--- config.mk ---
export PLATFORM = sky130hd
export DESIGN_NAME = galvo_line_interpolator_flat
export DESIGN_NICKNAME = d
export VERILOG_FILES = /design/src/rtl/core/gli_pkg.sv /design/src/rtl/core/gli_if.sv /design/src/rtl/core/gli_div.sv /design/src/rtl/core/galvo_line_interpolator.sv /design/src/flat_wrapper.sv
export SDC_FILE = /design/constraint.sdc
export NUM_CORES = 1
export LEC_CHECK = 0
export BUFFER_PORTS_ARGS = -buffer_cell sky130_fd_sc_hd__buf_2
export CORE_MARGIN = 1
export CORE_UTILIZATION = 27
export DETAILED_ROUTE_END_ITERATION = 6
export SLEW_MARGIN = 20
export SYNTH_ARGS = -nofsm -noshare
export SYNTH_HDL_FRONTEND = slang
export SYNTH_SLANG_ARGS = --single-unit
--- constraint.sdc ---
create_clock -name i_clk -period 9 [get_ports i_clk]
set_clock_uncertainty 0.1 [all_clocks]
set_input_delay 0.9 -clock i_clk [delete_from_list [all_inputs] [get_ports i_clk]]
set_output_delay 0.9 -clock i_clk [all_outputs]
set_load 0.005 [all_outputs]
--- src/rtl/core/gli_pkg.sv ---
// shared constants, types and register map of the galvo line interpolator
package gli_pkg;

    localparam int FRAC_BITS = 4;
    localparam int MAX_STEPS = 64;

    localparam int DAC_W     = 12;
    localparam int DAC_MAX   = 4095;
    localparam int TGT_W     = 16;
    localparam int SCALE_W   = 16;
    localparam int OFF_W     = 13;
    localparam int QUAL_W    = 8;

    // product of a clamped coordinate and the scale, shared multiplier width
    localparam int PROD_W    = DAC_W + SCALE_W;
    // step count and divider widths
    localparam int N_W       = $clog2(MAX_STEPS + 1);
    localparam int MAG_W     = DAC_W + FRAC_BITS;
    localparam int ACC_W     = MAG_W + 1;
    localparam int DIV_CNT_W = $clog2(MAG_W + 1);

    // apb register map
    localparam int APB_DW    = 32;
    localparam int REG_CNT   = 8;
    localparam int APB_AW    = $clog2(REG_CNT) + 2;

    typedef enum logic [$clog2(REG_CNT)-1:0] {
        REG_MIN_X    = 3'd0,
        REG_MAX_X    = 3'd1,
        REG_MIN_Y    = 3'd2,
        REG_MAX_Y    = 3'd3,
        REG_SCALE    = 3'd4,
        REG_OFFSET_X = 3'd5,
        REG_OFFSET_Y = 3'd6,
        REG_QUALITY  = 3'd7
    } t_reg_idx;

    typedef enum logic [11:0] {
        S_IDLE   = 12'b0000_0000_0001,
        S_CLAMP  = 12'b0000_0000_0010,
        S_MULX   = 12'b0000_0000_0100,
        S_MULY   = 12'b0000_0000_1000,
        S_PLACEY = 12'b0000_0001_0000,
        S_DIST   = 12'b0000_0010_0000,
        S_MULN   = 12'b0000_0100_0000,
        S_STEPS  = 12'b0000_1000_0000,
        S_DIVX   = 12'b0001_0000_0000,
        S_DIVY   = 12'b0010_0000_0000,
        S_EMIT   = 12'b0100_0000_0000,
        S_LAST   = 12'b1000_0000_0000
    } t_state;

endpackage

--- src/rtl/core/gli_if.sv ---
// valid/ready channel interfaces for target points and dac points
interface gli_in_if;
    logic                                valid;
    logic                                ready;
    logic signed [gli_pkg::TGT_W-1:0]    target_x;
    logic signed [gli_pkg::TGT_W-1:0]    target_y;

    modport source (output valid, output target_x, output target_y, input ready);
    modport sink   (input valid, input target_x, input target_y, output ready);
endinterface

interface gli_out_if;
    logic                         valid;
    logic                         ready;
    logic [gli_pkg::DAC_W-1:0]    dac_x;
    logic [gli_pkg::DAC_W-1:0]    dac_y;
    logic                         is_endpoint;

    modport source (output valid, output dac_x, output dac_y, output is_endpoint, input ready);
    modport sink   (input valid, input dac_x, input dac_y, input is_endpoint, output ready);
endinterface

--- src/rtl/core/gli_div.sv ---
// bit-serial restoring divider for the per-step increment
module gli_div (
    input  logic                        i_clk,
    input  logic                        i_rst_n,
    input  logic                        i_start,
    input  logic [gli_pkg::MAG_W-1:0]   i_dividend,
    input  logic [gli_pkg::N_W-1:0]     i_divisor,
    output logic                        o_done,
    output logic [gli_pkg::MAG_W-1:0]   o_quotient
);

    logic                              r_busy;
    logic                              r_done;
    logic [gli_pkg::DIV_CNT_W-1:0]     r_cnt;
    logic [gli_pkg::N_W-1:0]           r_rem;
    logic [gli_pkg::N_W-1:0]           r_div;
    logic [gli_pkg::MAG_W-1:0]         r_quo;

    logic [gli_pkg::N_W:0]             rem_sh;
    logic [gli_pkg::N_W:0]             rem_sub;
    logic                              q_bit;

    // one quotient bit a cycle
    always_comb begin
        rem_sh  = {r_rem, r_quo[gli_pkg::MAG_W-1]};
        rem_sub = rem_sh - {1'b0, r_div};
        q_bit   = (rem_sh >= {1'b0, r_div});
    end

    always_ff @(posedge i_clk) begin
        if (!i_rst_n) begin
            r_busy <= 1'b0;
            r_done <= 1'b0;
            r_cnt  <= '0;
        end else begin
            r_done <= 1'b0;
            if (i_start) begin
                r_busy <= 1'b1;
                r_cnt  <= gli_pkg::DIV_CNT_W'(gli_pkg::MAG_W);
            end else if (r_busy) begin
                r_cnt <= r_cnt - 1'b1;
                if (r_cnt == gli_pkg::DIV_CNT_W'(1)) begin
                    r_busy <= 1'b0;
                    r_done <= 1'b1;
                end
            end
        end
    end

    always_ff @(posedge i_clk) begin
        if (i_start) begin
            r_rem <= '0;
            r_div <= i_divisor;
            r_quo <= i_dividend;
        end else if (r_busy) begin
            r_rem <= q_bit ? rem_sub[gli_pkg::N_W-1:0] : rem_sh[gli_pkg::N_W-1:0];
            r_quo <= {r_quo[gli_pkg::MAG_W-2:0], q_bit};
        end
    end

    assign o_done     = r_done;
    assign o_quotient = r_quo;

endmodule

--- src/rtl/core/galvo_line_interpolator.sv ---
// top level: clamp, scale, step count and line walk of galvo targets
// a short move (step count at most 1) emits only the endpoint; a longer one runs the
// bit-serial divider twice, for x then y, then walks one output point a cycle while
// the output is not stalled; a new target is taken only once the sequencer is idle
// reset: synchronous active-low; registers back to defaults, beam position to zero
module galvo_line_interpolator (
    input  logic                          i_clk,
    input  logic                          i_rst_n,
    gli_in_if.sink                        i_in,
    gli_out_if.source                     o_out,
    input  logic                          psel,
    input  logic                          penable,
    input  logic                          pwrite,
    input  logic [gli_pkg::APB_AW-1:0]    paddr,
    input  logic [gli_pkg::APB_DW-1:0]    pwdata,
    output logic [gli_pkg::APB_DW-1:0]    prdata,
    output logic                          pready
);

    localparam int SH_W  = gli_pkg::PROD_W - gli_pkg::FRAC_BITS;
    localparam int SAT_W = SH_W + 2;

    // configuration registers
    logic [gli_pkg::DAC_W-1:0]          r_min_x, r_max_x, r_min_y, r_max_y;
    logic [gli_pkg::SCALE_W-1:0]        r_scale;
    logic signed [gli_pkg::OFF_W-1:0]   r_off_x, r_off_y;
    logic [gli_pkg::QUAL_W-1:0]         r_qual;

    // sequencer and datapath registers
    gli_pkg::t_state                    r_state, n_state;
    logic signed [gli_pkg::TGT_W-1:0]   r_tx, r_ty;
    logic [gli_pkg::DAC_W-1:0]          r_cx, r_cy;
    logic [gli_pkg::DAC_W-1:0]          r_nx, r_ny;
    logic [gli_pkg::DAC_W-1:0]          r_beam_x, r_beam_y;
    logic [gli_pkg::DAC_W-1:0]          r_ax, r_ay, r_amax;
    logic                               r_sx, r_sy;
    logic [gli_pkg::PROD_W-1:0]         r_prod;
    logic [gli_pkg::N_W-1:0]            r_n, r_i;
    logic signed [gli_pkg::ACC_W-1:0]   r_inc_x, r_inc_y;
    logic signed [gli_pkg::ACC_W-1:0]   r_acc_x, r_acc_y;

    // output register
    logic                               r_o_valid;
    logic [gli_pkg::DAC_W-1:0]          r_o_x, r_o_y;
    logic                               r_o_end;

    // combinational helpers
    logic                               cfg_wr;
    logic [$clog2(gli_pkg::REG_CNT)-1:0] cfg_idx;
    logic                               in_take;
    logic                               out_free;
    logic [gli_pkg::DAC_W-1:0]          mul_a;
    logic [gli_pkg::SCALE_W-1:0]        mul_b;
    logic [gli_pkg::DAC_W-1:0]          clamp_x, clamp_y;
    logic [gli_pkg::DAC_W-1:0]          sat_val;
    logic signed [gli_pkg::DAC_W:0]     dx, dy;
    logic [gli_pkg::DAC_W-1:0]          ax, ay;
    logic [SH_W-1:0]                    n_full;
    logic [gli_pkg::N_W-1:0]            n_cap;
    logic                               div_start;
    logic [gli_pkg::MAG_W-1:0]          div_dividend;
    logic [gli_pkg::N_W-1:0]            div_divisor;
    logic                               div_done;
    logic [gli_pkg::MAG_W-1:0]          div_quo;
    logic signed [gli_pkg::ACC_W-1:0]   inc_signed;
    logic signed [gli_pkg::ACC_W-1:0]   acc_x_nx, acc_y_nx;
    logic signed [gli_pkg::ACC_W-1:0]   pt_x, pt_y;

    // ---------------------------------------------------------------
    // apb configuration port, no wait states
    // ---------------------------------------------------------------
    assign pready  = 1'b1;
    assign cfg_wr  = psel && penable && pwrite;
    assign cfg_idx = paddr[gli_pkg::APB_AW-1:2];

    always_ff @(posedge i_clk) begin
        if (!i_rst_n) begin
            r_min_x <= '0;
            r_max_x <= gli_pkg::DAC_W'(gli_pkg::DAC_MAX);
            r_min_y <= '0;
            r_max_y <= gli_pkg::DAC_W'(gli_pkg::DAC_MAX);
            r_scale <= gli_pkg::SCALE_W'(16);
            r_off_x <= '0;
            r_off_y <= '0;
            r_qual  <= gli_pkg::QUAL_W'(4);
        end else if (cfg_wr) begin
            unique case (gli_pkg::t_reg_idx'(cfg_idx))
                gli_pkg::REG_MIN_X:    r_min_x <= pwdata[gli_pkg::DAC_W-1:0];
                gli_pkg::REG_MAX_X:    r_max_x <= pwdata[gli_pkg::DAC_W-1:0];
                gli_pkg::REG_MIN_Y:    r_min_y <= pwdata[gli_pkg::DAC_W-1:0];
                gli_pkg::REG_MAX_Y:    r_max_y <= pwdata[gli_pkg::DAC_W-1:0];
                gli_pkg::REG_SCALE:    r_scale <= pwdata[gli_pkg::SCALE_W-1:0];
                gli_pkg::REG_OFFSET_X: r_off_x <= pwdata[gli_pkg::OFF_W-1:0];
                gli_pkg::REG_OFFSET_Y: r_off_y <= pwdata[gli_pkg::OFF_W-1:0];
                gli_pkg::REG_QUALITY:  r_qual  <= pwdata[gli_pkg::QUAL_W-1:0];
                default: ;
            endcase
        end
    end

    // read back, offsets sign-extended
    always_comb begin
        unique case (gli_pkg::t_reg_idx'(cfg_idx))
            gli_pkg::REG_MIN_X:    prdata = gli_pkg::APB_DW'(r_min_x);
            gli_pkg::REG_MAX_X:    prdata = gli_pkg::APB_DW'(r_max_x);
            gli_pkg::REG_MIN_Y:    prdata = gli_pkg::APB_DW'(r_min_y);
            gli_pkg::REG_MAX_Y:    prdata = gli_pkg::APB_DW'(r_max_y);
            gli_pkg::REG_SCALE:    prdata = gli_pkg::APB_DW'(r_scale);
            gli_pkg::REG_OFFSET_X: prdata = gli_pkg::APB_DW'(r_off_x);
            gli_pkg::REG_OFFSET_Y: prdata = gli_pkg::APB_DW'(r_off_y);
            gli_pkg::REG_QUALITY:  prdata = gli_pkg::APB_DW'(r_qual);
            default:               prdata = '0;
        endcase
    end

    // ---------------------------------------------------------------
    // handshakes
    // ---------------------------------------------------------------
    assign i_in.ready        = (r_state == gli_pkg::S_IDLE);
    assign in_take           = i_in.valid && i_in.ready;
    assign out_free          = !r_o_valid || o_out.ready;
    assign o_out.valid       = r_o_valid;
    assign o_out.dac_x       = r_o_x;
    assign o_out.dac_y       = r_o_y;
    assign o_out.is_endpoint = r_o_end;

    // ---------------------------------------------------------------
    // clamp: x takes the lower bound first so an inverted range gives max_x,
    // y takes the upper bound first so an inverted range gives min_y
    // ---------------------------------------------------------------
    always_comb begin
        if (r_tx > $signed({{(gli_pkg::TGT_W-gli_pkg::DAC_W){1'b0}}, r_max_x})) begin
            clamp_x = r_max_x;
        end else if (r_tx < $signed({{(gli_pkg::TGT_W-gli_pkg::DAC_W){1'b0}}, r_min_x})) begin
            clamp_x = (r_min_x > r_max_x) ? r_max_x : r_min_x;
        end else begin
            clamp_x = r_tx[gli_pkg::DAC_W-1:0];
        end
        if (r_ty < $signed({{(gli_pkg::TGT_W-gli_pkg::DAC_W){1'b0}}, r_min_y})) begin
            clamp_y = r_min_y;
        end else if (r_ty > $signed({{(gli_pkg::TGT_W-gli_pkg::DAC_W){1'b0}}, r_max_y})) begin
            clamp_y = (r_min_y > r_max_y) ? r_min_y : r_max_y;
        end else begin
            clamp_y = r_ty[gli_pkg::DAC_W-1:0];
        end
    end

    // ---------------------------------------------------------------
    // shared multiplier: scale x, scale y, then distance times quality
    // ---------------------------------------------------------------
    always_comb begin
        unique case (r_state)
            gli_pkg::S_MULX: begin
                mul_a = r_cx;
                mul_b = r_scale;
            end
            gli_pkg::S_MULY: begin
                mul_a = r_cy;
                mul_b = r_scale;
            end
            gli_pkg::S_MULN: begin
                mul_a = r_amax;
                mul_b = gli_pkg::SCALE_W'(r_qual);
            end
            default: begin
                mul_a = '0;
                mul_b = '0;
            end
        endcase
    end

    always_ff @(posedge i_clk) begin
        r_prod <= gli_pkg::PROD_W'(mul_a) * gli_pkg::PROD_W'(mul_b);
    end

    // drop fraction bits, add the offset of the axis just scaled, saturate to dac range
    always_comb begin
        logic signed [SAT_W-1:0] v;
        logic signed [gli_pkg::OFF_W-1:0] off;
        off = (r_state == gli_pkg::S_MULY) ? r_off_x : r_off_y;
        v   = $signed({2'b00, r_prod[gli_pkg::PROD_W-1:gli_pkg::FRAC_BITS]})
            + $signed({{(SAT_W-gli_pkg::OFF_W){off[gli_pkg::OFF_W-1]}}, off});
        if (v < 0) begin
            sat_val = '0;
        end else if (v > $signed(SAT_W'(gli_pkg::DAC_MAX))) begin
            sat_val = gli_pkg::DAC_W'(gli_pkg::DAC_MAX);
        end else begin
            sat_val = v[gli_pkg::DAC_W-1:0];
        end
    end

    // distance to the stored beam position
    always_comb begin
        dx = $signed({1'b0, r_nx}) - $signed({1'b0, r_beam_x});
        dy = $signed({1'b0, r_ny}) - $signed({1'b0, r_beam_y});
        ax = dx[gli_pkg::DAC_W] ? gli_pkg::DAC_W'(-dx) : dx[gli_pkg::DAC_W-1:0];
        ay = dy[gli_pkg::DAC_W] ? gli_pkg::DAC_W'(-dy) : dy[gli_pkg::DAC_W-1:0];
    end

    // step count, capped
    always_comb begin
        n_full = r_prod[gli_pkg::PROD_W-1:gli_pkg::FRAC_BITS];
        if (n_full > SH_W'(gli_pkg::MAX_STEPS)) begin
            n_cap = gli_pkg::N_W'(gli_pkg::MAX_STEPS);
        end else begin
            n_cap = n_full[gli_pkg::N_W-1:0];
        end
    end

    // ---------------------------------------------------------------
    // divider: x increment started from the step count, y on x completion
    // ---------------------------------------------------------------
    assign div_start = ((r_state == gli_pkg::S_STEPS) && (n_cap > gli_pkg::N_W'(1)))
                    || ((r_state == gli_pkg::S_DIVX) && div_done);
    assign div_dividend = (r_state == gli_pkg::S_STEPS)
                        ? {r_ax, gli_pkg::FRAC_BITS'(0)}
                        : {r_ay, gli_pkg::FRAC_BITS'(0)};
    // product is gone once the x division runs, so y takes the held step count
    assign div_divisor  = (r_state == gli_pkg::S_STEPS) ? n_cap : r_n;

    gli_div u_div (
        .i_clk      (i_clk),
        .i_rst_n    (i_rst_n),
        .i_start    (div_start),
        .i_dividend (div_dividend),
        .i_divisor  (div_divisor),
        .o_done     (div_done),
        .o_quotient (div_quo)
    );

    // quotient truncated toward zero, sign of the move applied afterwards
    always_comb begin
        logic sgn;
        sgn        = (r_state == gli_pkg::S_DIVX) ? r_sx : r_sy;
        inc_signed = sgn ? -$signed({1'b0, div_quo}) : $signed({1'b0, div_quo});
    end

    // next point: accumulator floored to whole dac codes by arithmetic shift
    always_comb begin
        acc_x_nx = r_acc_x + r_inc_x;
        acc_y_nx = r_acc_y + r_inc_y;
        pt_x     = $signed(gli_pkg::ACC_W'(r_beam_x)) + (acc_x_nx >>> gli_pkg::FRAC_BITS);
        pt_y     = $signed(gli_pkg::ACC_W'(r_beam_y)) + (acc_y_nx >>> gli_pkg::FRAC_BITS);
    end

    // ---------------------------------------------------------------
    // sequencer
    // ---------------------------------------------------------------
    always_comb begin
        n_state = r_state;
        unique case (r_state)
            gli_pkg::S_IDLE:   if (in_take) n_state = gli_pkg::S_CLAMP;
            gli_pkg::S_CLAMP:  n_state = gli_pkg::S_MULX;
            gli_pkg::S_MULX:   n_state = gli_pkg::S_MULY;
            gli_pkg::S_MULY:   n_state = gli_pkg::S_PLACEY;
            gli_pkg::S_PLACEY: n_state = gli_pkg::S_DIST;
            gli_pkg::S_DIST:   n_state = gli_pkg::S_MULN;
            gli_pkg::S_MULN:   n_state = gli_pkg::S_STEPS;
            gli_pkg::S_STEPS: begin
                // short move goes straight to the endpoint
                n_state = (n_cap > gli_pkg::N_W'(1)) ? gli_pkg::S_DIVX : gli_pkg::S_LAST;
            end
            gli_pkg::S_DIVX:   if (div_done) n_state = gli_pkg::S_DIVY;
            gli_pkg::S_DIVY:   if (div_done) n_state = gli_pkg::S_EMIT;
            gli_pkg::S_EMIT: begin
                if (out_free && (r_i == r_n - 1'b1)) n_state = gli_pkg::S_LAST;
            end
            gli_pkg::S_LAST:   if (out_free) n_state = gli_pkg::S_IDLE;
            default:           n_state = gli_pkg::S_IDLE;
        endcase
    end

    always_ff @(posedge i_clk) begin
        if (!i_rst_n) begin
            r_state   <= gli_pkg::S_IDLE;
            r_beam_x  <= '0;
            r_beam_y  <= '0;
            r_o_valid <= 1'b0;
        end else begin
            r_state <= n_state;
            if (o_out.ready) r_o_valid <= 1'b0;
            if ((r_state == gli_pkg::S_EMIT || r_state == gli_pkg::S_LAST) && out_free) begin
                r_o_valid <= 1'b1;
            end
            if (r_state == gli_pkg::S_LAST && out_free) begin
                r_beam_x <= r_nx;
                r_beam_y <= r_ny;
            end
        end
    end

    // datapath registers
    always_ff @(posedge i_clk) begin
        if (in_take) begin
            r_tx <= i_in.target_x;
            r_ty <= i_in.target_y;
        end
        unique case (r_state)
            gli_pkg::S_CLAMP: begin
                r_cx <= clamp_x;
                r_cy <= clamp_y;
            end
            gli_pkg::S_MULY:   r_nx <= sat_val;
            gli_pkg::S_PLACEY: r_ny <= sat_val;
            gli_pkg::S_DIST: begin
                r_ax   <= ax;
                r_ay   <= ay;
                r_sx   <= dx[gli_pkg::DAC_W];
                r_sy   <= dy[gli_pkg::DAC_W];
                r_amax <= (ax > ay) ? ax : ay;
            end
            gli_pkg::S_STEPS: begin
                r_n     <= n_cap;
                r_i     <= gli_pkg::N_W'(1);
                r_acc_x <= '0;
                r_acc_y <= '0;
            end
            gli_pkg::S_DIVX:   if (div_done) r_inc_x <= inc_signed;
            gli_pkg::S_DIVY:   if (div_done) r_inc_y <= inc_signed;
            gli_pkg::S_EMIT: begin
                if (out_free) begin
                    r_acc_x <= acc_x_nx;
                    r_acc_y <= acc_y_nx;
                    r_i     <= r_i + 1'b1;
                    r_o_x   <= pt_x[gli_pkg::DAC_W-1:0];
                    r_o_y   <= pt_y[gli_pkg::DAC_W-1:0];
                    r_o_end <= 1'b0;
                end
            end
            gli_pkg::S_LAST: begin
                if (out_free) begin
                    r_o_x   <= r_nx;
                    r_o_y   <= r_ny;
                    r_o_end <= 1'b1;
                end
            end
            default: ;
        endcase
    end

endmodule

--- src/flat_wrapper.sv ---
// flat-port wrapper written by rule: the top's interface ports become plain ports
module galvo_line_interpolator_flat 
  (i_clk, i_rst_n, psel, penable, pwrite, paddr, pwdata, prdata, pready, i_in_valid, i_in_target_x, i_in_target_y, i_in_ready, o_out_valid, o_out_dac_x, o_out_dac_y, o_out_is_endpoint, o_out_ready);
  gli_in_if i_in_i ();
  gli_out_if o_out_i ();
  input  logic i_clk;
  input  logic i_rst_n;
  input  logic psel;
  input  logic penable;
  input  logic pwrite;
  input  logic [gli_pkg::APB_AW-1:0] paddr;
  input  logic [gli_pkg::APB_DW-1:0] pwdata;
  output logic [gli_pkg::APB_DW-1:0] prdata;
  output logic pready;
  input wire logic [$bits(i_in_i.valid)-1:0] i_in_valid;
  input wire logic [$bits(i_in_i.target_x)-1:0] i_in_target_x;
  input wire logic [$bits(i_in_i.target_y)-1:0] i_in_target_y;
  output wire logic [$bits(i_in_i.ready)-1:0] i_in_ready;
  output wire logic [$bits(o_out_i.valid)-1:0] o_out_valid;
  output wire logic [$bits(o_out_i.dac_x)-1:0] o_out_dac_x;
  output wire logic [$bits(o_out_i.dac_y)-1:0] o_out_dac_y;
  output wire logic [$bits(o_out_i.is_endpoint)-1:0] o_out_is_endpoint;
  input wire logic [$bits(o_out_i.ready)-1:0] o_out_ready;
  assign i_in_i.valid = i_in_valid;
  assign i_in_i.target_x = i_in_target_x;
  assign i_in_i.target_y = i_in_target_y;
  assign i_in_ready = i_in_i.ready;
  assign o_out_valid = o_out_i.valid;
  assign o_out_dac_x = o_out_i.dac_x;
  assign o_out_dac_y = o_out_i.dac_y;
  assign o_out_is_endpoint = o_out_i.is_endpoint;
  assign o_out_i.ready = o_out_ready;
  galvo_line_interpolator u_core (.i_clk(i_clk), .i_rst_n(i_rst_n), .i_in(i_in_i), .o_out(o_out_i), .psel(psel), .penable(penable), .pwrite(pwrite), .paddr(paddr), .pwdata(pwdata), .prdata(prdata), .pready(pready));
endmodule
==> flow_summary.ini <==
[outcome]
outcome = finished, final reports clean

[global_routing]
grtUsageTotal = 0.148
antenna_found_initial = 2
grt_pass1_vias = 22200
grt_overflow = 0
grt_max_degree = 102
grt_pass1_wl_um = 130000

[placed_design]
dp_cells = 4716
hpwl_um = 65000
finalWeightedCongestion = 0.907
port_buffers = 116
place_ws_ns = 0.999

[final_layout]
regArea_um2 = 10700
multiInputGateArea_um2 = 17600
fillCellCount = 11500
nets = 3760
area_growth_pct = 12.2
layoutNonFillerInstCount = 4802
drive_above_1_share = 0.0842

[sta]
timing_hold_violations_final = 0
grt_setup_unrepaired = false
setup_viol = 0
tns_ns = 0
slew_violations = 0
tightest_slew_ns = 1.13
slew-limit-headroom = 0.245
fin_ws_ns = 0.927
min_period_ns = 8.07
finalCritPeriodShare = 0.897
max_freq_mhz = 124

[setup_path]
criticalPathCategory = register to register
r2r_cells = 27
cp_slowest_stage_delay_ns = 0.55
arrival_ns = 8.53
critPathBufInv = 5
cp-start-kind = register
cpMostUsedCell = fa_1
slowest_stage = fa_1
worstPathMaxFanout = 16
critPathRequiredTime_ns = 9.46
crit_family = adder cells
path_depth = 27
endpoint_kind = register

[clocking]
cts_sinks = 417
clock_tree.root_cell = clkbuf_16
cts_buffer_depth = 3
tritoncts = done
clk_latency_ns = 0.62
post_cts_buffers = 0
clkTransAtPathRegs_ns = 0.08
cts_hold_buf = 0
cts_buffers = 46
htreeDepth = 2
cts_resized = 0

[yosys]
syn_inst = 3225
synth_area_per_cell_um2 = 9.35
synth_top_area_frac = 0.236
synthDistinctLibCells = 83
yosysTopAreaCell = edfxtp_1
syn_area_um2 = 30200
syn_nets = 3709
synth_area_leaders = edfxtp_1 (24%), dfxtp_1 (12%), ha_1 (11%), fa_1 (9.8%), nand2_1 (5.8%)
yosys_most_used_dff = edfxtp_1
synth.most_common_cell = nand2_1
yosysWarnings = 0
ys_seq_area_frac = 0.355
async_flop_share = 0
ys_ff_latch = 417
synth_edf_count = 237
synthTopCellsByCount = nand2_1 (469), inv_1 (330), ha_1 (260), edfxtp_1 (237), nor2_1 (224)

[power_and_ir_drop]
p_leak_nw = 13.9
vdd_drop_max_uv = 157
pwr_density_cell_nw_per_um2 = 132

[die]
die_w_um = 336
core_um2 = 111000
die_y_um = 336
start_util = 0.273
io_pins = 136
fp.dieArea_um2 = 113000
num_rows = 122

[routing]
wirelength_um = 84500
post_drt_wl_per_cell_um = 17.6
drt_iter0_drc = 1722
drc = 0
drtPass1Iterations = 5
via_per_inst = 4.80
drtAntennaViolNets = 0
vias = 23000

[worst_hold_path]
min_path_cells = 1
hold_class = input pin to register

[job]
max-cap-violations = 0
[worst reg2reg max path, cell delays in order (launching register included)]
cell	delay (ns)
dfxtp_1	0.38
nor4_4	0.30
nand3_1	0.17
or3_4	0.39
nor3b_2	0.16
buf_4	0.23
or2_1	0.47
buf_4	0.29
and2_1	0.35
nand2_1	0.13
fa_1	0.51
fa_1	0.52
inv_1	0.05
fa_1	0.47
fa_1	0.54
inv_1	0.05
fa_1	0.55
inv_1	0.05
ha_1	0.36
a21o_1	0.21
a21o_1	0.17
a21oi_1	0.26
o21ai_0	0.14
nor3_1	0.33
nor3_1	0.11
a2111o_1	0.39
a21oi_1	0.19
xnor2_1	0.13
[logic make-up after synthesis]
| logic type | count (synthesis) | synth area share |
|---|---|---|
| multiplexers | 60 | 0.0208 |
| adder cells (fa/ha/maj) | 408 | 0.206 |
| XOR/XNOR | 143 | 0.0420 |
| buffers and inverters | 472 | 0.0623 |
| AND/OR/NAND/NOR | 1018 | 0.154 |
| other | 1 | 0.000124 |
| AO/OA/AOI/OAI | 706 | 0.160 |
| flip-flops | 417 | 0.355 |
[flip-flops by register name, summed over array words and instances (netlist names), 13 cells and up]
register	cells
u_core.r_acc_y	16
u_core.r_off_y	13
u_core.r_inc_y	16
u_core.r_prod	24
u_core.r_off_x	13
u_core.r_ty	16
u_core.r_acc_x	16
u_core.r_inc_x	16
u_core.r_scale	16
u_core.r_tx	16
u_core.u_div.o_quotient	16
[final timing paths]
kind                                           from             endpoint  slack (ns)
worst max-delay path              u_core.r_state[7]    u_core.r_prod[26]        0.93
worst min-delay path               i_in_target_x[8]       u_core.r_tx[8]        0.36
worst max register to register    u_core.r_state[7]    u_core.r_prod[26]        0.93
worst min register to register  u_core.r_beam_x[11]  u_core.r_beam_x[11]        0.36
[metal layers]
metal  share of wire  vias up  wire (um)  track usage
met3           0.057      116       4830       0.0201
met4           0.032        0       2700       0.0557
met5               0        -          0            0
li1                -    11300          -            -
met1            0.47    11000      39500        0.207
met2            0.44      655      37400        0.231
[power by group]
group	switching (mW)	leakage, nW	internal, mW
sequential	0.0379	3.55	2.06
clock	0.854	0.784	1.17
combinational	0.229	9.58	0.124
[cells in the final DEF, fill, tap and decap left out, types with 49 or more instances in the layout]
| cell type | synthesis | layout |
|---|---|---|
| nand2_1 | 469 | 469 |
| inv_1 | 330 | 330 |
| ha_1 | 260 | 260 |
| edfxtp_1 | 237 | 237 |
| nor2_1 | 224 | 223 |
| dfxtp_1 | 180 | 180 |
| a21oi_1 | 156 | 154 |
| fa_1 | 148 | 148 |
| buf_2 | 12 | 115 |
| a21boi_0 | 99 | 99 |
| o21ai_0 | 86 | 84 |
| xnor2_1 | 83 | 83 |
| xor2_1 | 59 | 59 |
| a21o_1 | 53 | 53 |
| nor3_1 | 53 | 50 |
| clkbuf_16 | 0 | 49 |
[per-stage QoR]
stage                     instance area [um2]  hold WS [ns]  power (mW)  utilization
final                                   33900         0.360        4.48        0.306
after global routing                    33900         0.343        4.62        0.306
after CTS                               33800         0.327        4.52        0.306
after detailed placement                32200         0.360        2.49        0.291
after global placement                  32200         0.350        2.49        0.291
after floorplan                         30200         0.341        2.35            -
[area by class of cell]
class,count,area share
clock buffer,63,0.0395
antenna,1,0.0000739
clock inverter,22,0.00765
timing repair buffer,144,0.0234
tap,1488,0.0550
multi-input combinational,2336,0.521
inverter,331,0.0367
sequential,417,0.317
Power figures use the tool's default switching activity.
